===== config.mk =====
export PLATFORM = sky130hd
export DESIGN_NAME = epoch_to_utc_calendar
export DESIGN_NICKNAME = d
export VERILOG_FILES = /design/src/hw/rtl/ecal_pkg.sv /design/src/hw/rtl/ecal_ctrl.sv /design/src/hw/rtl/ecal_split.sv /design/src/hw/rtl/ecal_cal.sv /design/src/hw/rtl/epoch_to_utc_calendar.sv
export SDC_FILE = /design/constraint.sdc
export NUM_CORES = 2
export LEC_CHECK = 0
export BUFFER_PORTS_ARGS = -buffer_cell sky130_fd_sc_hd__buf_2
export CORE_MARGIN = 4
export CORE_UTILIZATION = 44
export CTS_CLUSTER_DIAMETER = 50
export DETAILED_ROUTE_END_ITERATION = 16
export GPL_TIMING_DRIVEN = 0
export PLACE_DENSITY = 0.62
export SETUP_SLACK_MARGIN = 0.5
export SLEW_MARGIN = 20
export SYNTH_ARGS = -nofsm -noshare
export SYNTH_HDL_FRONTEND = slang
export SYNTH_SLANG_ARGS = --single-unit

===== constraint.sdc =====
create_clock -name i_clk -period 18.4 [get_ports i_clk]
set_clock_uncertainty 0.05 [all_clocks]
set_input_delay 1.84 -clock i_clk [delete_from_list [all_inputs] [get_ports i_clk]]
set_output_delay 1.84 -clock i_clk [all_outputs]
set_load 0.01 [all_outputs]

===== src/hw/rtl/ecal_pkg.sv =====
`timescale 1ns / 1ps

package ecal_pkg;

    // Field widths
    localparam int EPOCH_W  = 64;
    localparam int LIMIT_W  = 39;
    localparam int SPAN_W   = 39;
    localparam int DAYS_W   = 22;
    localparam int REM_W    = 17;
    localparam int R400_W   = 18;
    localparam int R100_W   = 16;
    localparam int R4_W     = 11;
    localparam int R3600_W  = 12;
    localparam int Q400_W   = 5;
    localparam int Q4_W     = 5;
    localparam int HOUR_W   = 5;
    localparam int MIN_W    = 6;
    localparam int SEC_W    = 6;
    localparam int DOM_W    = 5;
    localparam int MONTH_W  = 4;
    localparam int YEAR_W   = 14;
    localparam int WDAY_W   = 3;
    localparam int YDAY_W   = 9;
    localparam int CFG_IDX_W = 2;

    // Pipeline depth: input register, three day-split stages, six calendar
    // stages and the result register.
    localparam int SPLIT_STAGES = 4;
    localparam int CAL_STAGES   = 7;
    localparam int STAGES       = SPLIT_STAGES + CAL_STAGES;

    // Calendar span 0001-01-01 00:00:00 .. 9999-12-31 23:59:59
    localparam logic signed [LIMIT_W-1:0] SPAN_FIRST = -39'sd62135596800;
    localparam logic signed [LIMIT_W-1:0] SPAN_LAST  = 39'sd253402300799;

    localparam int SECS_PER_DAY  = 86400;
    localparam int SECS_PER_HOUR = 3600;
    localparam int SECS_PER_MIN  = 60;
    localparam int DAYS_PER_WEEK = 7;
    localparam int DAYS_400Y     = 146097;
    localparam int DAYS_100Y     = 36524;
    localparam int DAYS_4Y       = 1461;
    localparam int DAYS_1Y       = 365;
    localparam int YEARS_400     = 400;
    localparam int YEARS_100     = 100;
    localparam int YEARS_4       = 4;
    localparam int LAST_CENTURY  = 3;
    localparam int LAST_QUAD     = 24;
    localparam int LAST_YEAR     = 3;

    // Seconds split: s / 86400 == (s >> 7) / 675
    localparam int DAY_SHIFT = 7;
    localparam int DAY_ODD   = SECS_PER_DAY >> DAY_SHIFT;
    localparam int DAY_T_W   = SPAN_W - DAY_SHIFT;
    localparam int K_DAY     = 42;
    localparam logic [63:0] DAY_SCALE = 64'd1 << K_DAY;
    localparam int M_DAY_W   = 33;
    localparam logic [M_DAY_W-1:0] M_DAY = M_DAY_W'(DAY_SCALE / 64'(DAY_ODD));

    // Reciprocals, rounded down; each estimate is at most one low
    localparam int K_400   = DAYS_W;
    localparam int M_400   = (1 << K_400) / DAYS_400Y;
    localparam int M_400_W = $clog2(M_400 + 1);
    localparam int K_HOUR   = REM_W;
    localparam int M_HOUR   = (1 << K_HOUR) / SECS_PER_HOUR;
    localparam int M_HOUR_W = $clog2(M_HOUR + 1);
    localparam int K_MIN   = R3600_W;
    localparam int M_MIN   = (1 << K_MIN) / SECS_PER_MIN;
    localparam int M_MIN_W = $clog2(M_MIN + 1);
    localparam int K_4Y    = R100_W;
    localparam int M_4Y    = (1 << K_4Y) / DAYS_4Y;
    localparam int M_4Y_W  = $clog2(M_4Y + 1);

    localparam logic [YDAY_W-1:0] MONTH_START [12] = '{
        9'd0, 9'd31, 9'd59, 9'd90, 9'd120, 9'd151,
        9'd181, 9'd212, 9'd243, 9'd273, 9'd304, 9'd334
    };

    typedef enum logic [CFG_IDX_W-1:0] {
        REG_EPOCH_LOW  = 2'd0,
        REG_EPOCH_HIGH = 2'd1
    } t_cfg_reg;

    // Working set carried down the calendar stages
    typedef struct packed {
        logic                ok;
        logic [DAYS_W-1:0]   days;
        logic [REM_W-1:0]    rem;
        logic [Q400_W-1:0]   q400;
        logic [R400_W-1:0]   r400;
        logic [1:0]          q100;
        logic [R100_W-1:0]   r100;
        logic [Q4_W-1:0]     q4;
        logic [R4_W-1:0]     r4;
        logic [1:0]          q1;
        logic [HOUR_W-1:0]   hour;
        logic [R3600_W-1:0]  r3600;
        logic [MIN_W-1:0]    minute;
        logic [SEC_W-1:0]    second;
        logic [WDAY_W-1:0]   wday;
        logic [YDAY_W-1:0]   yday;
        logic [YEAR_W-1:0]   year;
        logic                leap;
    } t_work;

    typedef struct packed {
        logic                valid_res;
        logic [SEC_W-1:0]    second;
        logic [MIN_W-1:0]    minute;
        logic [HOUR_W-1:0]   hour;
        logic [DOM_W-1:0]    day_of_month;
        logic [MONTH_W-1:0]  month;
        logic [YEAR_W-1:0]   year;
        logic [WDAY_W-1:0]   weekday;
        logic [YDAY_W-1:0]   day_of_year;
    } t_result;

endpackage


===== src/hw/rtl/ecal_ctrl.sv =====
`timescale 1ns / 1ps

module ecal_ctrl (
    input  logic                         i_clk,
    input  logic                         i_rst_n,
    input  logic                         i_valid,
    input  logic                         i_stall,
    output logic                         o_stall,
    output logic                         o_valid,
    output logic [ecal_pkg::STAGES-1:0]  o_en
);

    localparam int LAST = ecal_pkg::STAGES - 1;

    logic [ecal_pkg::STAGES-1:0] r_v;
    logic [ecal_pkg::STAGES-1:0] en;

    // A stage loads when it is empty or its contents move on
    always_comb begin
        en[LAST] = !r_v[LAST] || !i_stall;
        for (int k = LAST - 1; k >= 0; k--) begin
            en[k] = !r_v[k] || en[k+1];
        end
    end

    // Advance the occupancy bits
    always_ff @(posedge i_clk) begin
        if (!i_rst_n) begin
            r_v <= '0;
        end else begin
            if (en[0]) begin
                r_v[0] <= i_valid;
            end
            for (int k = 1; k <= LAST; k++) begin
                if (en[k]) begin
                    r_v[k] <= r_v[k-1];
                end
            end
        end
    end

    assign o_stall = !en[0];
    assign o_valid = r_v[LAST];
    assign o_en    = en;

`ifndef SYNTHESIS
    a_accept_loads: assert property (@(posedge i_clk) disable iff (!i_rst_n)
        (i_valid && !o_stall) |=> r_v[0])
        else $error("accepted transfer did not load the input stage");

    a_stall_only_full: assert property (@(posedge i_clk) disable iff (!i_rst_n)
        o_stall |-> r_v[0])
        else $error("input stalled while the input stage is empty");

    a_free_output_drains: assert property (@(posedge i_clk) disable iff (!i_rst_n)
        !i_stall |-> !o_stall)
        else $error("input stalled while the output is free");
`endif

endmodule


===== src/hw/rtl/ecal_split.sv =====
`timescale 1ns / 1ps

module ecal_split (
    input  logic                                     i_clk,
    input  logic [ecal_pkg::SPLIT_STAGES-1:0]        i_en,
    input  logic signed [ecal_pkg::EPOCH_W-1:0]      i_epoch,
    input  logic signed [ecal_pkg::LIMIT_W-1:0]      i_lo,
    input  logic signed [ecal_pkg::LIMIT_W-1:0]      i_hi,
    output ecal_pkg::t_work                          o_w
);

    localparam int EXT_W  = ecal_pkg::EPOCH_W - ecal_pkg::LIMIT_W;
    localparam int PROD_W = ecal_pkg::DAY_T_W + ecal_pkg::M_DAY_W;
    localparam int DIFF_W = ecal_pkg::REM_W + 1;

    logic signed [ecal_pkg::EPOCH_W-1:0] r_epoch;
    logic                                r_ok1, r_ok2;
    logic [ecal_pkg::SPAN_W-1:0]         r_s1, r_s2;
    logic [ecal_pkg::DAYS_W-1:0]         r_qd2;
    ecal_pkg::t_work                     r_w3;

    logic signed [ecal_pkg::EPOCH_W-1:0] lo_ext, hi_ext;
    logic                                n_ok1;
    logic [ecal_pkg::SPAN_W-1:0]         n_s1;
    logic [PROD_W-1:0]                   day_prod;
    logic [ecal_pkg::DAYS_W-1:0]         n_qd2;
    logic [ecal_pkg::SPAN_W-1:0]         day_back, day_diff;
    logic [DIFF_W-1:0]                   rem_est;
    ecal_pkg::t_work                     n_w3;

    // Capture the epoch
    always_ff @(posedge i_clk) begin
        if (i_en[0]) begin
            r_epoch <= i_epoch;
        end
    end

    // Window check and offset from the start of the calendar
    assign lo_ext = $signed({{EXT_W{i_lo[ecal_pkg::LIMIT_W-1]}}, i_lo});
    assign hi_ext = $signed({{EXT_W{i_hi[ecal_pkg::LIMIT_W-1]}}, i_hi});
    assign n_ok1  = (r_epoch >= lo_ext) && (r_epoch <= hi_ext);
    assign n_s1   = r_epoch[ecal_pkg::SPAN_W-1:0] - $unsigned(ecal_pkg::SPAN_FIRST);

    always_ff @(posedge i_clk) begin
        if (i_en[1]) begin
            r_ok1 <= n_ok1;
            r_s1  <= n_s1;
        end
    end

    // Estimate the day count by reciprocal multiply
    assign day_prod = PROD_W'(r_s1[ecal_pkg::SPAN_W-1:ecal_pkg::DAY_SHIFT])
                    * PROD_W'(ecal_pkg::M_DAY);
    assign n_qd2    = day_prod[ecal_pkg::K_DAY +: ecal_pkg::DAYS_W];

    always_ff @(posedge i_clk) begin
        if (i_en[2]) begin
            r_ok2 <= r_ok1;
            r_s2  <= r_s1;
            r_qd2 <= n_qd2;
        end
    end

    // Correct the estimate and keep the seconds of the day
    assign day_back = ecal_pkg::SPAN_W'(r_qd2) * ecal_pkg::SPAN_W'(ecal_pkg::SECS_PER_DAY);
    assign day_diff = r_s2 - day_back;
    assign rem_est  = day_diff[DIFF_W-1:0];

    always_comb begin
        n_w3    = '0;
        n_w3.ok = r_ok2;
        if (rem_est >= DIFF_W'(ecal_pkg::SECS_PER_DAY)) begin
            n_w3.days = r_qd2 + 1'b1;
            n_w3.rem  = ecal_pkg::REM_W'(rem_est - DIFF_W'(ecal_pkg::SECS_PER_DAY));
        end else begin
            n_w3.days = r_qd2;
            n_w3.rem  = ecal_pkg::REM_W'(rem_est);
        end
    end

    always_ff @(posedge i_clk) begin
        if (i_en[3]) begin
            r_w3 <= n_w3;
        end
    end

    assign o_w = r_w3;

endmodule


===== src/hw/rtl/ecal_cal.sv =====
`timescale 1ns / 1ps

module ecal_cal (
    input  logic                               i_clk,
    input  logic [ecal_pkg::CAL_STAGES-1:0]    i_en,
    input  ecal_pkg::t_work                    i_w,
    output ecal_pkg::t_result                  o_res
);

    localparam int P400_W  = ecal_pkg::DAYS_W + ecal_pkg::M_400_W;
    localparam int PHOUR_W = ecal_pkg::REM_W + ecal_pkg::M_HOUR_W;
    localparam int PMIN_W  = ecal_pkg::R3600_W + ecal_pkg::M_MIN_W;
    localparam int P4Y_W   = ecal_pkg::R100_W + ecal_pkg::M_4Y_W;
    localparam int D400_W  = ecal_pkg::DAYS_W + 1;
    localparam int SUM_W   = 6;
    localparam int FOLD_W  = 4;
    localparam int OCT_N   = (ecal_pkg::DAYS_W + 2) / 3;
    localparam int SECD_W  = ecal_pkg::SEC_W + 1;

    ecal_pkg::t_work   r_w4, r_w5, r_w6, r_w7, r_w8, r_w9;
    ecal_pkg::t_work   n_w4, n_w5, n_w6, n_w7, n_w8, n_w9;
    ecal_pkg::t_result r_res, n_res;

    logic [P400_W-1:0]             p400;
    logic [PHOUR_W-1:0]            phour;
    logic [3*OCT_N-1:0]            day1;
    logic [SUM_W-1:0]              oct_sum;
    logic [FOLD_W-1:0]             oct_fold;
    logic [D400_W-1:0]             d400;
    logic [ecal_pkg::REM_W-1:0]    dhour;
    logic [PMIN_W-1:0]             pmin;
    logic [P4Y_W-1:0]              p4y;
    logic [ecal_pkg::R3600_W-1:0]  dsec;
    logic [ecal_pkg::R100_W-1:0]   d4y;
    logic [ecal_pkg::YDAY_W-1:0]   thr [12];

    // Stage 4: quotient estimates for 400-year cycles and hours, weekday
    always_comb begin
        n_w4      = i_w;
        p400      = P400_W'(i_w.days) * P400_W'(ecal_pkg::M_400);
        n_w4.q400 = p400[ecal_pkg::K_400 +: ecal_pkg::Q400_W];
        phour     = PHOUR_W'(i_w.rem) * PHOUR_W'(ecal_pkg::M_HOUR);
        n_w4.hour = phour[ecal_pkg::K_HOUR +: ecal_pkg::HOUR_W];
        // 8 == 1 mod 7: sum octal digits, then fold
        day1      = (3*OCT_N)'(i_w.days) + 1'b1;
        oct_sum   = '0;
        for (int k = 0; k < OCT_N; k++) begin
            oct_sum = oct_sum + SUM_W'(day1[3*k +: 3]);
        end
        oct_fold  = FOLD_W'(oct_sum[5:3]) + FOLD_W'(oct_sum[2:0]);
        if (oct_fold >= FOLD_W'(2 * ecal_pkg::DAYS_PER_WEEK)) begin
            n_w4.wday = ecal_pkg::WDAY_W'(oct_fold - FOLD_W'(2 * ecal_pkg::DAYS_PER_WEEK));
        end else if (oct_fold >= FOLD_W'(ecal_pkg::DAYS_PER_WEEK)) begin
            n_w4.wday = ecal_pkg::WDAY_W'(oct_fold - FOLD_W'(ecal_pkg::DAYS_PER_WEEK));
        end else begin
            n_w4.wday = ecal_pkg::WDAY_W'(oct_fold);
        end
    end

    // Stage 5: correct 400-year cycle and hour, keep remainders
    always_comb begin
        n_w5 = r_w4;
        d400 = D400_W'(r_w4.days)
             - D400_W'(r_w4.q400) * D400_W'(ecal_pkg::DAYS_400Y);
        if (d400 >= D400_W'(ecal_pkg::DAYS_400Y)) begin
            n_w5.q400 = r_w4.q400 + 1'b1;
            n_w5.r400 = ecal_pkg::R400_W'(d400 - D400_W'(ecal_pkg::DAYS_400Y));
        end else begin
            n_w5.r400 = ecal_pkg::R400_W'(d400);
        end
        dhour = r_w4.rem
              - ecal_pkg::REM_W'(r_w4.hour) * ecal_pkg::REM_W'(ecal_pkg::SECS_PER_HOUR);
        if (dhour >= ecal_pkg::REM_W'(ecal_pkg::SECS_PER_HOUR)) begin
            n_w5.hour  = r_w4.hour + 1'b1;
            n_w5.r3600 = ecal_pkg::R3600_W'(dhour
                       - ecal_pkg::REM_W'(ecal_pkg::SECS_PER_HOUR));
        end else begin
            n_w5.r3600 = ecal_pkg::R3600_W'(dhour);
        end
    end

    // Stage 6: centuries (last one of the cycle is one day longer), minute estimate
    always_comb begin
        n_w6 = r_w5;
        if (r_w5.r400 >= ecal_pkg::R400_W'(3 * ecal_pkg::DAYS_100Y)) begin
            n_w6.q100 = 2'd3;
        end else if (r_w5.r400 >= ecal_pkg::R400_W'(2 * ecal_pkg::DAYS_100Y)) begin
            n_w6.q100 = 2'd2;
        end else if (r_w5.r400 >= ecal_pkg::R400_W'(ecal_pkg::DAYS_100Y)) begin
            n_w6.q100 = 2'd1;
        end else begin
            n_w6.q100 = 2'd0;
        end
        n_w6.r100   = ecal_pkg::R100_W'(r_w5.r400
                    - ecal_pkg::R400_W'(n_w6.q100) * ecal_pkg::R400_W'(ecal_pkg::DAYS_100Y));
        pmin        = PMIN_W'(r_w5.r3600) * PMIN_W'(ecal_pkg::M_MIN);
        n_w6.minute = pmin[ecal_pkg::K_MIN +: ecal_pkg::MIN_W];
    end

    // Stage 7: 4-year cycle estimate, correct minute and take seconds
    always_comb begin
        n_w7    = r_w6;
        p4y     = P4Y_W'(r_w6.r100) * P4Y_W'(ecal_pkg::M_4Y);
        n_w7.q4 = p4y[ecal_pkg::K_4Y +: ecal_pkg::Q4_W];
        dsec    = r_w6.r3600
                - ecal_pkg::R3600_W'(r_w6.minute) * ecal_pkg::R3600_W'(ecal_pkg::SECS_PER_MIN);
        if (dsec >= ecal_pkg::R3600_W'(ecal_pkg::SECS_PER_MIN)) begin
            n_w7.minute = r_w6.minute + 1'b1;
            n_w7.second = ecal_pkg::SEC_W'(SECD_W'(dsec)
                        - SECD_W'(ecal_pkg::SECS_PER_MIN));
        end else begin
            n_w7.second = ecal_pkg::SEC_W'(dsec);
        end
    end

    // Stage 8: correct 4-year cycle
    always_comb begin
        n_w8 = r_w7;
        d4y  = r_w7.r100
             - ecal_pkg::R100_W'(r_w7.q4) * ecal_pkg::R100_W'(ecal_pkg::DAYS_4Y);
        if (d4y >= ecal_pkg::R100_W'(ecal_pkg::DAYS_4Y)) begin
            n_w8.q4 = r_w7.q4 + 1'b1;
            n_w8.r4 = ecal_pkg::R4_W'(d4y - ecal_pkg::R100_W'(ecal_pkg::DAYS_4Y));
        end else begin
            n_w8.r4 = ecal_pkg::R4_W'(d4y);
        end
    end

    // Stage 9: single years (fourth one may run a day long), year and leap flag
    always_comb begin
        n_w9 = r_w8;
        if (r_w8.r4 >= ecal_pkg::R4_W'(3 * ecal_pkg::DAYS_1Y)) begin
            n_w9.q1 = 2'd3;
        end else if (r_w8.r4 >= ecal_pkg::R4_W'(2 * ecal_pkg::DAYS_1Y)) begin
            n_w9.q1 = 2'd2;
        end else if (r_w8.r4 >= ecal_pkg::R4_W'(ecal_pkg::DAYS_1Y)) begin
            n_w9.q1 = 2'd1;
        end else begin
            n_w9.q1 = 2'd0;
        end
        n_w9.yday = ecal_pkg::YDAY_W'(r_w8.r4
                  - ecal_pkg::R4_W'(n_w9.q1) * ecal_pkg::R4_W'(ecal_pkg::DAYS_1Y));
        n_w9.year = ecal_pkg::YEAR_W'(1)
                  + ecal_pkg::YEAR_W'(r_w8.q400) * ecal_pkg::YEAR_W'(ecal_pkg::YEARS_400)
                  + ecal_pkg::YEAR_W'(r_w8.q100) * ecal_pkg::YEAR_W'(ecal_pkg::YEARS_100)
                  + ecal_pkg::YEAR_W'(r_w8.q4) * ecal_pkg::YEAR_W'(ecal_pkg::YEARS_4)
                  + ecal_pkg::YEAR_W'(n_w9.q1);
        // Last year of a 4-year group leaps, except a century not closing a 400-year cycle
        n_w9.leap = (n_w9.q1 == 2'(ecal_pkg::LAST_YEAR))
                 && ((r_w8.q4 != ecal_pkg::Q4_W'(ecal_pkg::LAST_QUAD))
                  || (r_w8.q100 == 2'(ecal_pkg::LAST_CENTURY)));
    end

    // Stage 10: month, day of month; zero the result outside the window
    always_comb begin
        n_res = '0;
        for (int m = 0; m < 12; m++) begin
            thr[m] = ecal_pkg::MONTH_START[m]
                   + ecal_pkg::YDAY_W'((m >= 2 && r_w9.leap) ? 1 : 0);
        end
        for (int m = 1; m < 12; m++) begin
            if (r_w9.yday >= thr[m]) begin
                n_res.month = ecal_pkg::MONTH_W'(m);
            end
        end
        n_res.day_of_month = ecal_pkg::DOM_W'(r_w9.yday - thr[n_res.month] + 1'b1);
        n_res.valid_res    = r_w9.ok;
        n_res.second       = r_w9.second;
        n_res.minute       = r_w9.minute;
        n_res.hour         = r_w9.hour;
        n_res.year         = r_w9.year;
        n_res.weekday      = r_w9.wday;
        n_res.day_of_year  = r_w9.yday;
        if (!r_w9.ok) begin
            n_res = '0;
        end
    end

    // Stage registers
    always_ff @(posedge i_clk) begin
        if (i_en[0]) begin
            r_w4 <= n_w4;
        end
        if (i_en[1]) begin
            r_w5 <= n_w5;
        end
        if (i_en[2]) begin
            r_w6 <= n_w6;
        end
        if (i_en[3]) begin
            r_w7 <= n_w7;
        end
        if (i_en[4]) begin
            r_w8 <= n_w8;
        end
        if (i_en[5]) begin
            r_w9 <= n_w9;
        end
        if (i_en[6]) begin
            r_res <= n_res;
        end
    end

    assign o_res = r_res;

endmodule


===== src/hw/rtl/epoch_to_utc_calendar.sv =====
`timescale 1ns / 1ps
// Channel   Handshake                Payload
// input     i_valid / o_stall        i_epoch_seconds
// result    o_valid / i_stall        o_valid_res, o_second .. o_day_of_year
// config    i_cfg_we                 i_cfg_idx, i_cfg_data
//
// One epoch enters every cycle while o_stall is low; its result passes through
// 11 registers, input to result, before it is presented for transfer out.
// The depth is set by the chain of reciprocal multiplies and corrections
// (day split, 400/100/4/1-year cycles, hour/minute/second), spread over the stages.
// Each stage holds while the one below it is full and held, so the input
// stalls only when every stage is occupied and the result is stalled.
// Reset clears the occupancy bits and restores the window to the full span.

module epoch_to_utc_calendar (
    input  logic                                   i_clk,
    input  logic                                   i_rst_n,
    input  logic                                   i_valid,
    output logic                                   o_stall,
    input  logic signed [ecal_pkg::EPOCH_W-1:0]    i_epoch_seconds,
    output logic                                   o_valid,
    input  logic                                   i_stall,
    output logic                                   o_valid_res,
    output logic [ecal_pkg::SEC_W-1:0]             o_second,
    output logic [ecal_pkg::MIN_W-1:0]             o_minute,
    output logic [ecal_pkg::HOUR_W-1:0]            o_hour,
    output logic [ecal_pkg::DOM_W-1:0]             o_day_of_month,
    output logic [ecal_pkg::MONTH_W-1:0]           o_month,
    output logic [ecal_pkg::YEAR_W-1:0]            o_year,
    output logic [ecal_pkg::WDAY_W-1:0]            o_weekday,
    output logic [ecal_pkg::YDAY_W-1:0]            o_day_of_year,
    input  logic                                   i_cfg_we,
    input  logic [ecal_pkg::CFG_IDX_W-1:0]         i_cfg_idx,
    input  logic [ecal_pkg::LIMIT_W-1:0]           i_cfg_data
);

    logic signed [ecal_pkg::LIMIT_W-1:0] r_lo, r_hi;
    logic signed [ecal_pkg::LIMIT_W-1:0] cfg_val;
    logic [ecal_pkg::STAGES-1:0]         en;
    ecal_pkg::t_work                     split_w;
    ecal_pkg::t_result                   res;

    // Store limits already clamped to the calendar span
    assign cfg_val = $signed(i_cfg_data);

    always_ff @(posedge i_clk) begin
        if (!i_rst_n) begin
            r_lo <= ecal_pkg::SPAN_FIRST;
            r_hi <= ecal_pkg::SPAN_LAST;
        end else if (i_cfg_we) begin
            case (i_cfg_idx)
                ecal_pkg::REG_EPOCH_LOW: begin
                    r_lo <= (cfg_val < ecal_pkg::SPAN_FIRST) ? ecal_pkg::SPAN_FIRST : cfg_val;
                end
                ecal_pkg::REG_EPOCH_HIGH: begin
                    r_hi <= (cfg_val > ecal_pkg::SPAN_LAST) ? ecal_pkg::SPAN_LAST : cfg_val;
                end
                default: begin
                end
            endcase
        end
    end

    ecal_ctrl u_ctrl (
        .i_clk   (i_clk),
        .i_rst_n (i_rst_n),
        .i_valid (i_valid),
        .i_stall (i_stall),
        .o_stall (o_stall),
        .o_valid (o_valid),
        .o_en    (en)
    );

    ecal_split u_split (
        .i_clk   (i_clk),
        .i_en    (en[ecal_pkg::SPLIT_STAGES-1:0]),
        .i_epoch (i_epoch_seconds),
        .i_lo    (r_lo),
        .i_hi    (r_hi),
        .o_w     (split_w)
    );

    ecal_cal u_cal (
        .i_clk (i_clk),
        .i_en  (en[ecal_pkg::STAGES-1:ecal_pkg::SPLIT_STAGES]),
        .i_w   (split_w),
        .o_res (res)
    );

    assign o_valid_res    = res.valid_res;
    assign o_second       = res.second;
    assign o_minute       = res.minute;
    assign o_hour         = res.hour;
    assign o_day_of_month = res.day_of_month;
    assign o_month        = res.month;
    assign o_year         = res.year;
    assign o_weekday      = res.weekday;
    assign o_day_of_year  = res.day_of_year;

endmodule

==> results.sh <==
export IMPL_outcome="finished clean"
export IMPL_routed_via_density=5.158
export IMPL_firstDrtPassIters=5
export IMPL_ant_nets=0
export IMPL_ys_warn_count=0
export IMPL_startpoint_type="flop"
export IMPL_fin_crit_ns=8.930
export IMPL_netlist_top_cells_area="edfxtp_1 (30%), ha_1 (22%), fa_1 (14%)"
export IMPL_worst_pin_slew_ns=1.136
export IMPL_cts_tree="built"
export IMPL_slew_viol_final=0
export IMPL_cp_cell_sequence="fa_1, ha_1, inv_1, fa_1, fa_1, inv_1, fa_1, fa_1, fa_1, inv_1, fa_1, inv_1, ha_1, nand3_1, nor3_1, a221oi_1, o32ai_1, a211oi_1, a211oi_1, a21oi_1, o21ai_0, a221oi_1, xnor2_1"
export IMPL_rows=126
export IMPL_max_freq_ghz=0.1120
export IMPL_place_gp_congestion=0.9120
export IMPL_slew_headroom_pct=24.25
export IMPL_hold_buffers=0
export IMPL_dpl_hpwl_um=88840
export IMPL_wl_per_cell_um=16.74
export IMPL_initial_core_util_pct=44.35
export IMPL_timing_max_cap_violations=0
export IMPL_critical_path_depth=23
export IMPL_critPathKind="flop to flop"
export IMPL_clk_pin_slew_ns=0.06
export IMPL_synth_flop_cell="edfxtp_1"
export IMPL_crit_family="adder cells"
export IMPL_clockBufferDepth=3
export IMPL_die_x_um=353.0
export IMPL_ys_seq_elements=612
export IMPL_vias=34070
export IMPL_port_buffers=163
export IMPL_grt_overflow=0
export IMPL_end_kind="flop"
export IMPL_cp_num_buf_inv=4
export IMPL_io_pins=165
export IMPL_max_stage_delay_ns=0.90
export IMPL_htreeDepth=3
export IMPL_ys_seq_area_share_pct=33.39
export IMPL_finalHoldViolCount=0
export IMPL_hold_path_class="flop to flop"
export IMPL_drive_above_1_share_pct=7.457
export IMPL_setup_violations=0
export IMPL_worstPathArrival_ns=9.24
export IMPL_hold_depth=0
export IMPL_synth_largest_area_cell="edfxtp_1"
export IMPL_num_nets_final=6432
export IMPL_die_y_um=353.0
export IMPL_cts_setup_buffers=0
export IMPL_synth_cell_types=98
export IMPL_postSynthAreaPerCell_um2=11.01
export IMPL_die_area_mm2=0.1246
export IMPL_path_max_fanout=11
export IMPL_tns_ns=0
export IMPL_clkLatencyLatePin_ns=0.63
export IMPL_grt_pass1_wl_um=180000
export IMPL_drtIter0Drc=1857
export IMPL_cts_root_buf="clkbuf_16"
export IMPL_synth_top_area_share_pct=29.99
export IMPL_grt_total_usage_pct=17.86
export IMPL_antenna_found_initial=5
export IMPL_grt_pass1_vias=34110
export IMPL_grt_max_degree=55
export IMPL_rr_worst_depth=23
export IMPL_worst_path_max_delay_cell="a211oi_1"
export IMPL_syn_inst=4756
export IMPL_cts_sinks=612
export IMPL_post_route_period_util_pct=48.53
export IMPL_coreArea_mm2=0.1181
export IMPL_async_flop_share_pct=0
export IMPL_synth_nets=6182
export IMPL_synth_area_mm2=0.05237
export IMPL_rsz0062_at_grt="no"
export IMPL_crit_top_cell="fa_1"
export IMPL_cts_repair_resize_count=0
export IMPL_n_antenna_cell=0
export IMPL_synth_edf_count=523
export IMPL_finalWirelength_um=110600
export IMPL_worstPathRequired_ns=18.71
export IMPL_area_delta_synth_final_pct=10.80
export IMPL_drcViolationCount=0
export IMPL_cts_made_buffers=76
[Yosys cell counts, drive strengths merged, types with 24 or more instances]
master  count
a211oi     26
a21boi     50
a21o      117
a21oi     196
and2       61
and3       31
clkbuf     50
dfxtp      89
edfxtp    523
fa        377
ha        939
inv       883
nand2     182
nand2b     29
nand3      65
nand3b     31
nand4      61
nor2      176
nor2b      48
nor3       51
nor4       24
o211ai     25
o21a       42
o21ai     132
o22ai      27
xnor2     196
xor2       83
[sequential cells by signal, summed over array words and instances (netlist names), 40 cells and up]
| name | count |
|---|---|
| u_split.r_epoch | 64 |
| u_cal.n_w6 | 44 |
| u_cal.n_w7 | 44 |
| u_cal.n_w8 | 44 |
| u_cal.n_w9 | 44 |
| u_split.o_w | 40 |
| u_cal.r_w9 | 45 |
| u_cal.n_w5 | 43 |
| u_cal.o_res | 53 |
[worst reg2reg max path: stages, from the launching register on]
cell,delay [ns]
edfxtp_1,0.85
fa_1,0.62
ha_1,0.30
inv_1,0.06
fa_1,0.52
fa_1,0.52
inv_1,0.05
fa_1,0.49
fa_1,0.56
fa_1,0.57
inv_1,0.06
fa_1,0.49
inv_1,0.05
ha_1,0.30
nand3_1,0.24
nor3_1,0.09
a221oi_1,0.36
o32ai_1,0.17
a211oi_1,0.90
a211oi_1,0.27
a21oi_1,0.41
o21ai_0,0.24
a221oi_1,0.38
xnor2_1,0.13
[area by class of cell]
type,instances,area (um^2)
timing repair buffer,172,1001
clock buffer,88,2017
sequential,612,17490
tap,1536,1922
buffer,58,234.0
clock inverter,53,673.1
fill,10640,60060
multi-input combinational,3203,31380
inverter,883,3314
[layout by cell type, fill, tap and decap left out, drive strengths merged, types with 83 or more instances in the layout]
cell type,synthesis,routed
fa,377,377
a21o,117,117
inv,883,894
clkbuf,50,138
ha,939,939
xnor2,196,196
a21oi,196,196
xor2,83,83
nor2,176,176
edfxtp,523,523
buf,8,180
dfxtp,89,89
nand2,182,182
o21ai,132,132
[routing by layer]
metal  vias to the layer above  wire [um]  global-route usage, %
met5                         -          0                      0
met4                         0       2767                  4.495
met3                       140       4958                  2.391
met2                       719      52610                  30.37
met1                     16300      50250                  24.19
li1                      16910          -                      -
[final timing paths]
path | startpoint | end | slack (ns)
max | u_split.r_s1[16]$_DFFE_PP_ | u_split.r_qd2[14]$_DFFE_PP_ | 9.47
min | u_split.r_s1[3]$_DFFE_PP_ | u_split.r_s2[3]$_DFFE_PP_ | 0.35
max reg2reg | u_split.r_s1[16]$_DFFE_PP_ | u_split.r_qd2[14]$_DFFE_PP_ | 9.47
min reg2reg | u_split.r_s1[3]$_DFFE_PP_ | u_split.r_s2[3]$_DFFE_PP_ | 0.35
[stage by stage]
stage	hold WS (ns)	util, %	cell area [um^2]	std cells	worst slack [ns]
floorplan	0.3503	-	52370	4756	10.96
global placement	0.3501	46.67	55100	6455	9.064
detailed placement	0.3545	46.86	55330	6464	9.489
CTS	0.3458	49.14	58020	6605	9.453
global route	0.3559	49.14	58020	6605	9.142
finish	0.3486	49.14	58020	6605	9.470
[cells by family after synthesis]
kind of cell,after synthesis,share of synthesized area (%)
xor+xnor,279,4.666
buf+inv,941,6.776
mux,14,0.2939
fa+ha+maj,1316,36.85
simple gates,824,8.136
flops,612,33.39
compound gates,770,9.887
Power is left out: the tool's default activity adds up to more than one toggle a clock period on the data nets, which glitch-free logic cannot reach.
